[config.mk]
export PLATFORM = sky130hd
export DESIGN_NAME = imap_banner_starttls_parser_top
export DESIGN_NICKNAME = d
export VERILOG_FILES = /design/src/ibsp_pkg.sv /design/src/imap_banner_starttls_parser_top.sv
export VERILOG_INCLUDE_DIRS = /design/src /design/src/src
export SDC_FILE = /design/constraint.sdc
export NUM_CORES = 1
export LEC_CHECK = 0
export ABC_AREA = 1
export BUFFER_PORTS_ARGS = -buffer_cell sky130_fd_sc_hd__buf_2
export CORE_ASPECT_RATIO = 0.75
export CORE_MARGIN = 4
export CORE_UTILIZATION = 61
export DETAILED_ROUTE_END_ITERATION = 6
export PLACE_DENSITY_LB_ADDON = 0.15
export SKIP_CTS_REPAIR_TIMING = 1
export SLEW_MARGIN = 0
export SYNTH_ARGS = -nofsm -noshare
export SYNTH_HDL_FRONTEND = slang
export SYNTH_SLANG_ARGS = --single-unit
[constraint.sdc]
create_clock -name clk -period 2.7 [get_ports clk]
set_clock_uncertainty 0.1 [all_clocks]
set_input_delay 0.135 -clock clk [delete_from_list [all_inputs] [get_ports clk]]
set_output_delay 0.135 -clock clk [all_outputs]
set_load 0.05 [all_outputs]
[src/imap_banner_starttls_parser_top_defines.svh]
// Assertion macros for the IMAP banner/STARTTLS parser.
// No dependencies; included inside modules that have clk and rst in scope.
`ifndef IMAP_BANNER_STARTTLS_PARSER_TOP_DEFINES_SVH
`define IMAP_BANNER_STARTTLS_PARSER_TOP_DEFINES_SVH

// antecedent implies consequent in the same cycle
`define IBSP_ASSERT_SAME(lbl, ante, cons, msg) \
  lbl: assert property (@(posedge clk) disable iff (rst) (ante) |-> (cons)) \
    else $error(msg);

// antecedent implies consequent in the next cycle
`define IBSP_ASSERT_NEXT(lbl, ante, cons, msg) \
  lbl: assert property (@(posedge clk) disable iff (rst) (ante) |=> (cons)) \
    else $error(msg);

`endif

[src/ibsp_pkg.sv]
// Shared constants for the IMAP banner/STARTTLS parser: action codes and
// the protocol characters it matches. No dependencies.
package ibsp_pkg;

  localparam int ActionWidth = 3;

  localparam logic [ActionWidth-1:0] ACT_NONE     = 3'd0;
  localparam logic [ActionWidth-1:0] ACT_CLOSE    = 3'd1;
  localparam logic [ActionWidth-1:0] ACT_CAPA     = 3'd2;
  localparam logic [ActionWidth-1:0] ACT_STARTTLS = 3'd3;
  localparam logic [ActionWidth-1:0] ACT_TLS      = 3'd4;

  localparam logic [7:0] CH_CR    = 8'h0d;
  localparam logic [7:0] CH_LF    = 8'h0a;
  localparam logic [7:0] CH_SPACE = 8'h20;
  localparam logic [7:0] CH_STAR  = 8'h2a;
  localparam logic [7:0] CH_O     = 8'h4f;
  localparam logic [7:0] CH_K     = 8'h4b;
  localparam logic [7:0] CH_A     = 8'h61;
  localparam logic [7:0] CH_ZERO  = 8'h30;
  localparam logic [7:0] CH_ONE   = 8'h31;
  localparam logic [7:0] CH_TWO   = 8'h32;

endpackage

[src/imap_banner_starttls_parser_top.sv]
// IMAP greeting / CAPABILITY / STARTTLS reply checker, one byte per request.
// Depends on ibsp_pkg and imap_banner_starttls_parser_top_defines.svh.
//
//  channel | valid     | ready     | payload
//  --------+-----------+-----------+--------------------------------------
//  rx      | rx_valid  | rx_ready  | rx_byte
//  res     | res_valid | res_ready | keep_byte, banner_byte, action, stopped
//
// One request per cycle while results are taken: the phase step and byte
// compares run between the input ports and the result register.
// rx_ready is high while the result register is empty or being taken.
// A stalled result holds the register and back-pressures rx.
// rst (synchronous) returns the phase to greeting start and empties results.
module imap_banner_starttls_parser_top (
  input  logic                              clk,
  input  logic                              rst,
  input  logic                              rx_valid,
  output logic                              rx_ready,
  input  logic [7:0]                        rx_byte,
  output logic                              res_valid,
  input  logic                              res_ready,
  output logic                              keep_byte,
  output logic [7:0]                        banner_byte,
  output logic [ibsp_pkg::ActionWidth-1:0]  action,
  output logic                              stopped
);
  import ibsp_pkg::*;

  typedef enum logic [4:0] {
    PH_STAR, PH_SPACES, PH_O, PH_K, PH_GTEXT, PH_GREST,
    PH_C_TAG, PH_C_0A, PH_C_0B, PH_C_DIGIT, PH_C_SP, PH_C_REST, PH_C_SKIP,
    PH_S_TAG, PH_S_0A, PH_S_0B, PH_S_DIGIT, PH_S_SP, PH_S_REST, PH_S_SKIP,
    PH_STOP
  } phase_t;

  phase_t                 phase;
  phase_t                 phase_next;
  logic                   keep_next;
  logic [ActionWidth-1:0] action_next;
  logic                   fail;
  logic                   accept;

  assign rx_ready = !res_valid || res_ready;
  assign accept   = rx_valid && rx_ready;

  always_comb begin
    phase_next  = phase;
    keep_next   = 1'b0;
    action_next = ACT_NONE;
    fail        = 1'b0;
    if (rx_byte != CH_CR && phase != PH_STOP) begin
      keep_next = 1'b1;
      unique case (phase)
        PH_STAR: begin
          if (rx_byte == CH_STAR) phase_next = PH_SPACES; else fail = 1'b1;
        end
        PH_SPACES: begin
          if (rx_byte != CH_SPACE) begin
            if (rx_byte == CH_O) phase_next = PH_K; else fail = 1'b1;
          end
        end
        PH_O: begin
          if (rx_byte == CH_O) phase_next = PH_K; else fail = 1'b1;
        end
        PH_K: begin
          if (rx_byte == CH_K) phase_next = PH_GTEXT; else fail = 1'b1;
        end
        PH_GTEXT: begin
          if (rx_byte == CH_SPACE) begin
            phase_next = PH_GREST;
          end else if (rx_byte == CH_LF) begin
            action_next = ACT_CAPA;
            phase_next  = PH_C_TAG;
          end
        end
        PH_GREST: begin
          if (rx_byte == CH_LF) begin
            action_next = ACT_CAPA;
            phase_next  = PH_C_TAG;
          end
        end
        PH_C_TAG: begin
          if (rx_byte == CH_STAR) phase_next = PH_C_SKIP;
          else if (rx_byte == CH_A) phase_next = PH_C_0A;
          else fail = 1'b1;
        end
        PH_S_TAG: begin
          if (rx_byte == CH_STAR) phase_next = PH_S_SKIP;
          else if (rx_byte == CH_A) phase_next = PH_S_0A;
          else fail = 1'b1;
        end
        PH_C_0A: begin
          if (rx_byte == CH_ZERO) phase_next = PH_C_0B; else fail = 1'b1;
        end
        PH_C_0B: begin
          if (rx_byte == CH_ZERO) phase_next = PH_C_DIGIT; else fail = 1'b1;
        end
        PH_S_0A: begin
          if (rx_byte == CH_ZERO) phase_next = PH_S_0B; else fail = 1'b1;
        end
        PH_S_0B: begin
          if (rx_byte == CH_ZERO) phase_next = PH_S_DIGIT; else fail = 1'b1;
        end
        PH_C_DIGIT: begin
          if (rx_byte == CH_ONE) phase_next = PH_C_SP; else fail = 1'b1;
        end
        PH_S_DIGIT: begin
          if (rx_byte == CH_TWO) phase_next = PH_S_SP; else fail = 1'b1;
        end
        PH_C_SP: begin
          if (rx_byte == CH_SPACE) phase_next = PH_C_REST; else fail = 1'b1;
        end
        PH_S_SP: begin
          if (rx_byte == CH_SPACE) phase_next = PH_S_REST; else fail = 1'b1;
        end
        PH_C_REST: begin
          if (rx_byte == CH_LF) begin
            action_next = ACT_STARTTLS;
            phase_next  = PH_S_TAG;
          end
        end
        PH_C_SKIP: begin
          if (rx_byte == CH_LF) phase_next = PH_C_TAG;
        end
        PH_S_SKIP: begin
          if (rx_byte == CH_LF) phase_next = PH_S_TAG;
        end
        PH_S_REST: begin
          keep_next = 1'b0;
          if (rx_byte == CH_LF) begin
            action_next = ACT_TLS;
            phase_next  = PH_STOP;
          end
        end
        default: begin
          keep_next  = 1'b0;
          phase_next = PH_STOP;
        end
      endcase
      if (fail) begin
        action_next = ACT_CLOSE;
        phase_next  = PH_STOP;
      end
    end
  end

  always_ff @(posedge clk) begin
    if (rst) begin
      phase     <= PH_STAR;
      res_valid <= 1'b0;
    end else begin
      if (accept) begin
        phase     <= phase_next;
        res_valid <= 1'b1;
      end else if (res_ready) begin
        res_valid <= 1'b0;
      end
    end
    if (accept) begin
      keep_byte   <= keep_next;
      banner_byte <= keep_next ? rx_byte : 8'h00;
      action      <= action_next;
      stopped     <= (phase_next == PH_STOP);
    end
  end

`include "imap_banner_starttls_parser_top_defines.svh"

  `IBSP_ASSERT_NEXT(a_stop_sticky, phase == PH_STOP, phase == PH_STOP, "stopped phase left")
  `IBSP_ASSERT_NEXT(a_accept_fills, accept, res_valid, "accepted request gave no result")
  `IBSP_ASSERT_SAME(a_tls_stops, res_valid && action == ACT_TLS, stopped && !keep_byte, "bad hand-off result")
  `IBSP_ASSERT_SAME(a_close_stops, res_valid && action == ACT_CLOSE, stopped && keep_byte, "bad close result")

endmodule
---- Word-level counts from Yosys, hierarchy flattened ----
Cells that the tools add are included.
word-level totals
  register bits ........................... 19
  output and inout port bits .............. 15
operators by class
  equal/unequal tests ..................... 32
  multiplexer cells ....................... 45
  bitwise operators ....................... 1
  reduce and logical (&&, ||, !) cells .... 13
operator list
  operator                                                                  number
  5-bit 2-to-1 mux                                                          22
  5-bit one-hot mux with 18 select lines                                    1
  5-bit by 4-bit == test with 1-bit output (second input constant)          8
  8-bit by 6-bit == test with 1-bit output (second input constant)          5
  5-bit == test (second input constant)                                     5
  8-bit by 7-bit == test with 1-bit output (second input constant)          3
  5-bit by 3-bit == test with 1-bit output (second input constant)          4
  19-bit OR reduction                                                       1
  1-bit 2-to-1 mux                                                          16
  3-bit one-hot mux with 4 select lines                                     1
  5-bit by 2-bit == test with 1-bit output (second input constant)          2
  2-bit OR reduction                                                        5
  1-bit one-hot mux with 9 select lines                                     1
  8-bit by 4-bit == test with 1-bit output (second input constant)          1
  8-bit by 4-bit inequality test with 1-bit output (second input constant)  1
  8-bit by 6-bit inequality test with 1-bit output (second input constant)  1
  2-bit 2-to-1 mux                                                          3
  5-bit by 1-bit == test with 1-bit output (second input constant)          1
  5-bit logical NOT                                                         1
  5-bit inequality test (second input constant)                             1
  4-bit OR reduction                                                        1
  3-bit 2-to-1 mux                                                          1
  1-bit logical AND                                                         2
  2-bit nonzero test                                                        1
  other kinds (3)                                                           3

---- Longest topological paths before layout ----
Gate-level depths: netlist of run 1.
  depth after elaboration ................. 8
  gate-level depth with buffers ........... 16

---- Worst setup path before layout of run 1 ----
Ideal clock, no wire load.
  kind .................................... register -> register
  start ................................... register res_valid
  end ..................................... register phase[4]
  setup time .............................. 0.136 ns
  arrival time ............................ 1.851 ns
  path slack .............................. 0.614 ns
  cell stages (with the launch flop) ...... 6
  path buffers ............................ 0
  period minus slack after synthesis ...... 2.086 ns
  cells stage by stage .................... dfxtp_1 nand2_1 nand2_1 inv_1 o21bai_1 a21oi_1
on the way
  longest elaborated chain between the ends .. 3
RTL lines
  element                   line                                    RTL
  start: declaration        imap_banner_starttls_parser_top.sv:20   output logic res_valid,
  start signal: assignment  imap_banner_starttls_parser_top.sv:150  res_valid <= 1'b0;
  start signal: assignment  imap_banner_starttls_parser_top.sv:154  res_valid <= 1'b1;
  start signal: assignment  imap_banner_starttls_parser_top.sv:156  res_valid <= 1'b0;
  1-bit logical NOT         imap_banner_starttls_parser_top.sv:43   assign rx_ready = !res_valid || res_ready;
  1-bit logical OR          imap_banner_starttls_parser_top.sv:43
  via rx_ready              imap_banner_starttls_parser_top.sv:18   output logic rx_ready,
  1-bit logical AND         imap_banner_starttls_parser_top.sv:44   assign accept = rx_valid && rx_ready;
  via accept                imap_banner_starttls_parser_top.sv:41   logic accept;
  end signal: assignment    imap_banner_starttls_parser_top.sv:153  phase <= phase_next;
  end: declaration          imap_banner_starttls_parser_top.sv:36   phase_t phase;
The timed path passes the listed nets, and every way through them passes these cells.
A chain may end at the register's enable or synchronous reset.

---- Worst setup path in the final report of run 1 ----
  start ................................... register phase[2]
  end ..................................... register stopped (data pin)
on the way
  longest elaborated chain between the ends .. 7
  elaborated cells on any way between the ends .. 53
RTL lines
  element                                                             line                                    RTL
  5-bit by 4-bit == test with 1-bit output (tied with other cells)    imap_banner_starttls_parser_top.sv:53   unique case (phase)
  4-bit OR reduction (no line) or 2-bit OR reduction (tied branches)  --
  1-bit one-hot mux with 9 select lines                               imap_banner_starttls_parser_top.sv:53
  1-bit 2-to-1 mux                                                    imap_banner_starttls_parser_top.sv:51   if (rx_byte != CH_CR && phase != PH_STOP) begin
  5-bit 2-to-1 mux                                                    imap_banner_starttls_parser_top.sv:140  if (fail) begin
  5-bit 2-to-1 mux *                                                  imap_banner_starttls_parser_top.sv:51
  5-bit == test *                                                     imap_banner_starttls_parser_top.sv:163  stopped <= (phase_next == PH_STOP);
  end signal: assignment                                              imap_banner_starttls_parser_top.sv:163
  end: declaration                                                    imap_banner_starttls_parser_top.sv:25   output logic stopped
Every way passes the cells marked *; elsewhere a longest branch is shown, timed or not. The select of a mux whose other input is x is not followed.

==> results.cfg, run 1 <==
[timing]
layout_min_cycle_time_ns = 2.29
fin_crit_sh_pct = 84.8
slew_headroom_pct = 58.9
rsz0062_at_grt = false
worst_pin_slew_ns = 0.611
setup_tns_ns = 0
fmax_mhz = 437
whs_ns = -0.000797
setup_ws_ns = 0.409
final_max_slew_viol_count = 0
hold_violations = 1
finalSetupViolations = 0

[power_and_ir_drop]
p_comb_share_pct = 46.9
seq_power_share_pct = 35.1
leakagePower_uw = 0.00119
p_sw_share_pct = 45.9
p_sw_uw = 514
power.share.clock_pct = 18.1
ir_drop_mv = 0.441
internal-power_uw = 606
power.density_mw_per_mm2 = 503

[grt]
grt.overflow.total = 0
busiest_layer = met2
use_met1_pct = 39.0
use_met2_pct = 41.3
grt_pass1_vias = 1984
grt.met3_usage_pct = 12.5
grt_antenna_before_repair = 0
grt_max_degree = 18
grt_pass1_wl_um = 9500
grtUsageTotal_pct = 28.8

[synthesis]
yosysWarningCount = 0
post_synth.cell_area_avg_um2 = 6.49
post_synth_num_cell_types = 28
yosysSeqAreaShare_pct = 25.1
synthCells = 314
syn_nets = 326
ys_ff_latch = 19
synth.cell_area_mm2 = 0.00204

[routing]
routed_wl_um = 5890
num_vias = 2221
wl_per_cell_um = 15.5
via_per_inst = 5.86
antenna_left = 0
drt_iter0_drc = 381
drc = 0
dr.pass1.iters = 7

[worst_setup_path]
timing.rr.end = stopped
crit_slowest_cell = dfxtp_1
path_max_fanout = 8
worstPathRequired_ns = 2.62
slowest_delay_ns = 0.69
cp_common_cell = nand2_1
crit_end = stopped
critPathLaunchType = register
path_class = register to register
critPathBufInv = 1
r2r_start = phase[2]
r2r_cells = 13
crit_chain = nor2_4 > nand3_2 > inv_2 > nand2_1 > nand2_1 > nor2_2 > nand2_2 > nor2_4 > nand3_2 > nor2_2 > nor2_1 > nand2_1 > nor2_1
cp-startpoint = phase[2]
r2r_slack_ns = 0.41
cp-end-kind = register
critical_path_arrival_ns = 2.21
crit_cells = 13
critPathTopFamily = simple AND/OR/NAND/NOR gates

[final_layout]
mostFrequentLayoutCells = nand2_1, nor2_1, buf_2, inv_1, nand3_1
num_antenna_cells = 0
n_fill_cell = 246
multiInputGateArea_mm2 = 0.00133
seqCellArea_um2 = 510
drive_gt1_share_pct = 28.7
area_growth_pct = 9.27
nets = 354
layout_commonest_cell = nand2_1

[clocking]
cts.sinks = 19
clk_pin_slew_worst_paths_ns = 0.07
cts-buffers-inserted = 3
clk_latency_ns = 0.26
tritoncts = done
h-tree-depth = 1
clock_path_buffers = 2
cts-root-buf = clkbuf_8

[floorplanning]
die_x_um = 74.7
io_pins = 27
die_area_mm2 = 0.00434
die_h_um = 58.0
initial_core_util_pct = 66.5
rows = 17
core_mm2 = 0.00306

[outcome]
run_status = finished, violations left
failed_checks = hold timing

[place]
hpwlAfterDp_um = 4740
globalplace.congestion = 1.11
port_buffers = 26
post-place-ws_ns = 0.462

[flow_run]
cap_violations = 0

[worst_hold_path]
hp-class = primary input to register
[metrics by stage]
stage	power [µW]	area, µm²	util [%]	cells
3_3_place_gp	911	2180	71.2	375
3_5_place_dp	913	2180	71.2	375
2_1_floorplan	809	2040	-	314
4_1_cts	1110	2230	72.7	379
5_1_grt	1180	2230	72.7	379
6_report	1120	2230	72.7	379
[synthesized netlist by cell type]
cell | number | area [µm²]
or2_2 | 1 | 6.26
o21ai_1 | 4 | 20.0
dfxtp_1 | 6 | 120
a21oi_4 | 1 | 16.3
nand3_1 | 21 | 105
nand4_1 | 5 | 31.3
nand2_4 | 4 | 45.0
buf_4 | 1 | 7.51
o21ai_2 | 1 | 8.76
inv_4 | 4 | 25.0
nor2_1 | 60 | 225
nor2_4 | 6 | 67.6
nand2_2 | 12 | 75.1
nand3_4 | 4 | 70.1
o211ai_1 | 1 | 7.51
nand2_1 | 82 | 308
buf_6 | 3 | 33.8
a31oi_1 | 1 | 6.26
a21oi_1 | 13 | 65.1
o21ai_0 | 7 | 35.0
edfxtp_1 | 13 | 390
nor2_2 | 15 | 93.8
inv_1 | 25 | 93.8
nand3_2 | 8 | 80.1
o21bai_1 | 1 | 7.51
nor3_1 | 3 | 15.0
inv_2 | 10 | 37.5
nor2_8 | 2 | 40.0
[power groups by stage]
stage	Sequential (µW)	Combinational, µW	Clock, µW
finish	393	525	202
floorplan	492	317	0
detailed placement	399	513	0
global route	397	568	219
global placement	397	514	0
CTS	393	515	206
[flip-flops by register name, indices dropped and copies added (netlist names)]
name	count
action	3
banner_byte	8
keep_byte	1
phase	5
res_valid	1
stopped	1
[layout make-up]
cell class | count | share of cell area, %
multi-input cells | 252 | 59.7
inverters | 39 | 7.03
repair buffers | 27 | 6.18
flip-flops and latches | 19 | 22.9
clock buffers | 4 | 2.02
well taps | 38 | 2.14
[per-layer routing]
| layer | part of all wire, % | wire length, µm |
|---|---|---|
| met1 | 39 | 2320 |
| met2 | 42 | 2470 |
| met3 | 15 | 874 |
| met4 | 3.8 | 222 |
| met5 | 0 | 0 |
[how the worst min path moves through the flow]
stage / slack [ns] / startpoint / endpoint / cells past startpoint
after global routing: 0.03 / rst / res_valid / 2
after CTS: -0.0002 / rst / res_valid / 2
final: -0.0008 / rst / res_valid / 2
after global placement: 0.28 / rst / res_valid / 2
after floorplan: 0.10 / rst / res_valid / 1
after detailed placement: 0.28 / rst / res_valid / 2
[cells by family after synthesis]
kind of cell / share of synthesized area, %
AOI/OAI and AO/OA: 8.17
DFF: 25.1
and+or+nand+nor: 57.1
buffers and inverters: 9.71
(Power assumes the default switching activity.)
==> run 2, diff against run 1 <==
--- a/config.mk
+++ b/config.mk
@@ -6,11 +6,11 @@
 export SDC_FILE = /design/constraint.sdc
 export NUM_CORES = 1
 export LEC_CHECK = 0
-export ABC_AREA = 1
+export ABC_AREA = 0
 export BUFFER_PORTS_ARGS = -buffer_cell sky130_fd_sc_hd__buf_2
 export CORE_ASPECT_RATIO = 0.75
 export CORE_MARGIN = 4
-export CORE_UTILIZATION = 61
+export CORE_UTILIZATION = 52
 export DETAILED_ROUTE_END_ITERATION = 6
 export PLACE_DENSITY_LB_ADDON = 0.15
 export SKIP_CTS_REPAIR_TIMING = 1
==> constraint.sdc (replaced) <==
create_clock -name clk -period 2 [get_ports clk]
set_clock_uncertainty 0.1 [all_clocks]
set_input_delay 0.1 -clock clk [delete_from_list [all_inputs] [get_ports clk]]
set_output_delay 0.1 -clock clk [all_outputs]
set_load 0.05 [all_outputs]
==> run 2 against run 1 <==
Routed wire length is 43% higher. Synthesized cell count is 27% lower. The flow finishes with violations (setup timing). Total power is 7.8% higher. Sequential power is 16% higher. Fmax is 7.8% lower. Global-route usage is 1.9 points higher. Largest cell class unchanged. Setup slack worse by 0.89 ns. Critical endpoint unchanged. Worst hold slack better by 0.047 ns.
==> results.cfg, run 2 <==
[synthesis]
synth-edff-count = 13
synth_top_cells_by_count = nand2_1, nor2_1, clkbuf_1
post_synth_num_cell_types = 62
ys.flop_type = edfxtp_1
synth.cell_area_mm2 = 0.00181
yosysWarningCount = 0
yosysMostFrequentCell = nand2_1
async_reset_ff_share_pct = 0
ys_ff_latch = 19
post_synth.cell_area_avg_um2 = 7.88
yosysSeqAreaShare_pct = 28.2
syn_nets = 242
synth_top_area_cell = edfxtp_1
yosysTopAreaCellShare_pct = 21.5
ys_top_cells_by_area = edfxtp_1, dfxtp_1, and2_1
synthCells = 230

[grt]
use_met2_pct = 47.1
grt_antenna_before_repair = 0
grt_max_degree = 20
grt_pass1_wl_um = 11000
busiest_layer = met2
grt.met3_usage_pct = 6.69
grt.overflow.total = 0
use_met1_pct = 44.6
grtUsageTotal_pct = 30.7
grt_pass1_vias = 2182

[routing]
routed_wl_um = 8440
drt_iter0_drc = 504
via_per_inst = 7.14
num_vias = 2705
dr.pass1.iters = 6
wl_per_cell_um = 22.3
drc = 0
antenna_left = 0

[power_and_ir_drop]
power.share.clock_pct = 24.4
ir_drop_mv = 0.360
p_sw_uw = 447
power.density_mw_per_mm2 = 416
internal-power_uw = 761
p_sw_share_pct = 37.0
seq_power_share_pct = 37.9
leakagePower_uw = 0.00120
p_comb_share_pct = 37.7

[timing]
finalSetupViolations = 7
hold_violations = 0
layout_min_cycle_time_ns = 2.48
worst_pin_slew_ns = 0.451
rsz0062_at_grt = true
fmax_mhz = 402
fin_crit_sh_pct = 124
slew_headroom_pct = 69.7
final_max_slew_viol_count = 0
setup_ws_ns = -0.485

[final_layout]
reg_top3 = banner_byte (8), phase (5), action (3)
nets = 352
final_util_pct = 87.7
largest_register = banner_byte
num_antenna_cells = 0
mostFrequentLayoutCells = buf_4, buf_2, nand2_1, nor2_1, edfxtp_1
layout_commonest_cell = buf_4
drive_gt1_share_pct = 49.0
fin_area_mm2 = 0.00290
area_growth_pct = 60.2
largest_reg_flops = 8

[place]
port_buffers = 26
hpwlAfterDp_um = 5300
dpl-instance-area_mm2 = 0.00266
globalplace.congestion = 1.11

[clocking]
h-tree-depth = 1
tritoncts = done
cts-root-buf = clkbuf_8
clk_latency_ns = 0.26
clock_path_buffers = 2
cts-buffers-inserted = 3
cts.sinks = 19
clk_pin_slew_worst_paths_ns = 0.09

[worst_setup_path]
path_max_fanout = 7
cp_common_cell = buf_4
r2r_slack_ns = -0.48
critPathBufInv = 3
critPathTopFamily = simple AND/OR/NAND/NOR gates
critPathLaunchType = register
crit_chain = buf_4 > nor3b_2 > a2bb2oi_2 > buf_4 > buf_4 > o32ai_1 > nor4_2 > a31oi_1 > nor4_1
path_class = register to register
cp-end-kind = register
slowest_delay_ns = 0.48
crit_slowest_cell = nor4_2
worstPathRequired_ns = 2.00
critical_path_arrival_ns = 2.48

[floorplanning]
die_area_mm2 = 0.00450
die_h_um = 59.1
die_x_um = 76.2
initial_core_util_pct = 54.8
io_pins = 27
rows = 18
core_mm2 = 0.00331

[outcome]
run_status = finished, violations left
failed_checks = setup timing

[flow_run]
cap_violations = 0

[worst_hold_path]
hp-class = primary input to register
==> run 2: layout make-up <==
type | count | area [µm²]
clock buffers | 3 | 41.3
clock inverters | 1 | 5.00
fillers | 161 | 407
inverters | 5 | 18.8
multi-input cells | 188 | 1370
flip-flops and latches | 19 | 524
well taps | 40 | 50.0
repair buffers | 123 | 891
==> run 2: power groups by stage <==
| stage | Sequential, µW | Combinational [µW] | Clock, µW |
|---|---|---|---|
| after floorplan | 538 | 148 | 0 |
| after global routing | 460 | 470 | 309 |
| final | 457 | 456 | 295 |
| after CTS | 459 | 395 | 286 |
| after global placement | 466 | 382 | 0 |
| after detailed placement | 467 | 392 | 0 |
==> run 2: cells by family (layout without fill, tap and decap cells) <==
group	after synthesis	after routing	share of synthesized area [%]
DFF	19	19	28.2
buffers and inverters	23	132	4.83
and+or+nand+nor	122	122	41.3
xor gates and xnor gates	1	1	0.483
muxes	1	1	0.552
AOI/OAI and AO/OA	64	64	24.7
==> run 2: path summary, 6_finish.rpt <==
path	startpoint	to	depth (start not counted)
setup reg to reg	phase[1]	stopped	9
hold reg to reg	res_valid	res_valid	2
setup / recovery	phase[1]	stopped	9
hold / removal	res_ready	res_valid	3
==> run 2: per-layer routing <==
metal / up-vias / wire length, µm
met4: 0 / 548
met1: 1222 / 3040
li1: 1107 / -
met3: 82 / 1380
met5: - / 0
met2: 294 / 3480
==> run 2: stage by stage <==
step | hold WS (ns) | instances | TNS [ns] | power [µW] | worst slack (ns)
floorplan | 0.0691 | 230 | -0.233 | 686 | -0.172
global placement | 0.238 | 370 | -1.72 | 848 | -0.360
detailed placement | 0.249 | 370 | -2.20 | 859 | -0.460
CTS | -0.0288 | 374 | -2.11 | 1140 | -0.429
global route | 0.0474 | 379 | -2.08 | 1240 | -0.561
finish | 0.0465 | 379 | -1.69 | 1210 | -0.485
==> run 2: worst reg2reg max path, delay by kind of cell (launching register included) <==
family,cells,cell delay [ns]
buf+inv,3,0.39
flops,1,0.38
compound gates,3,0.50
simple gates,3,0.96
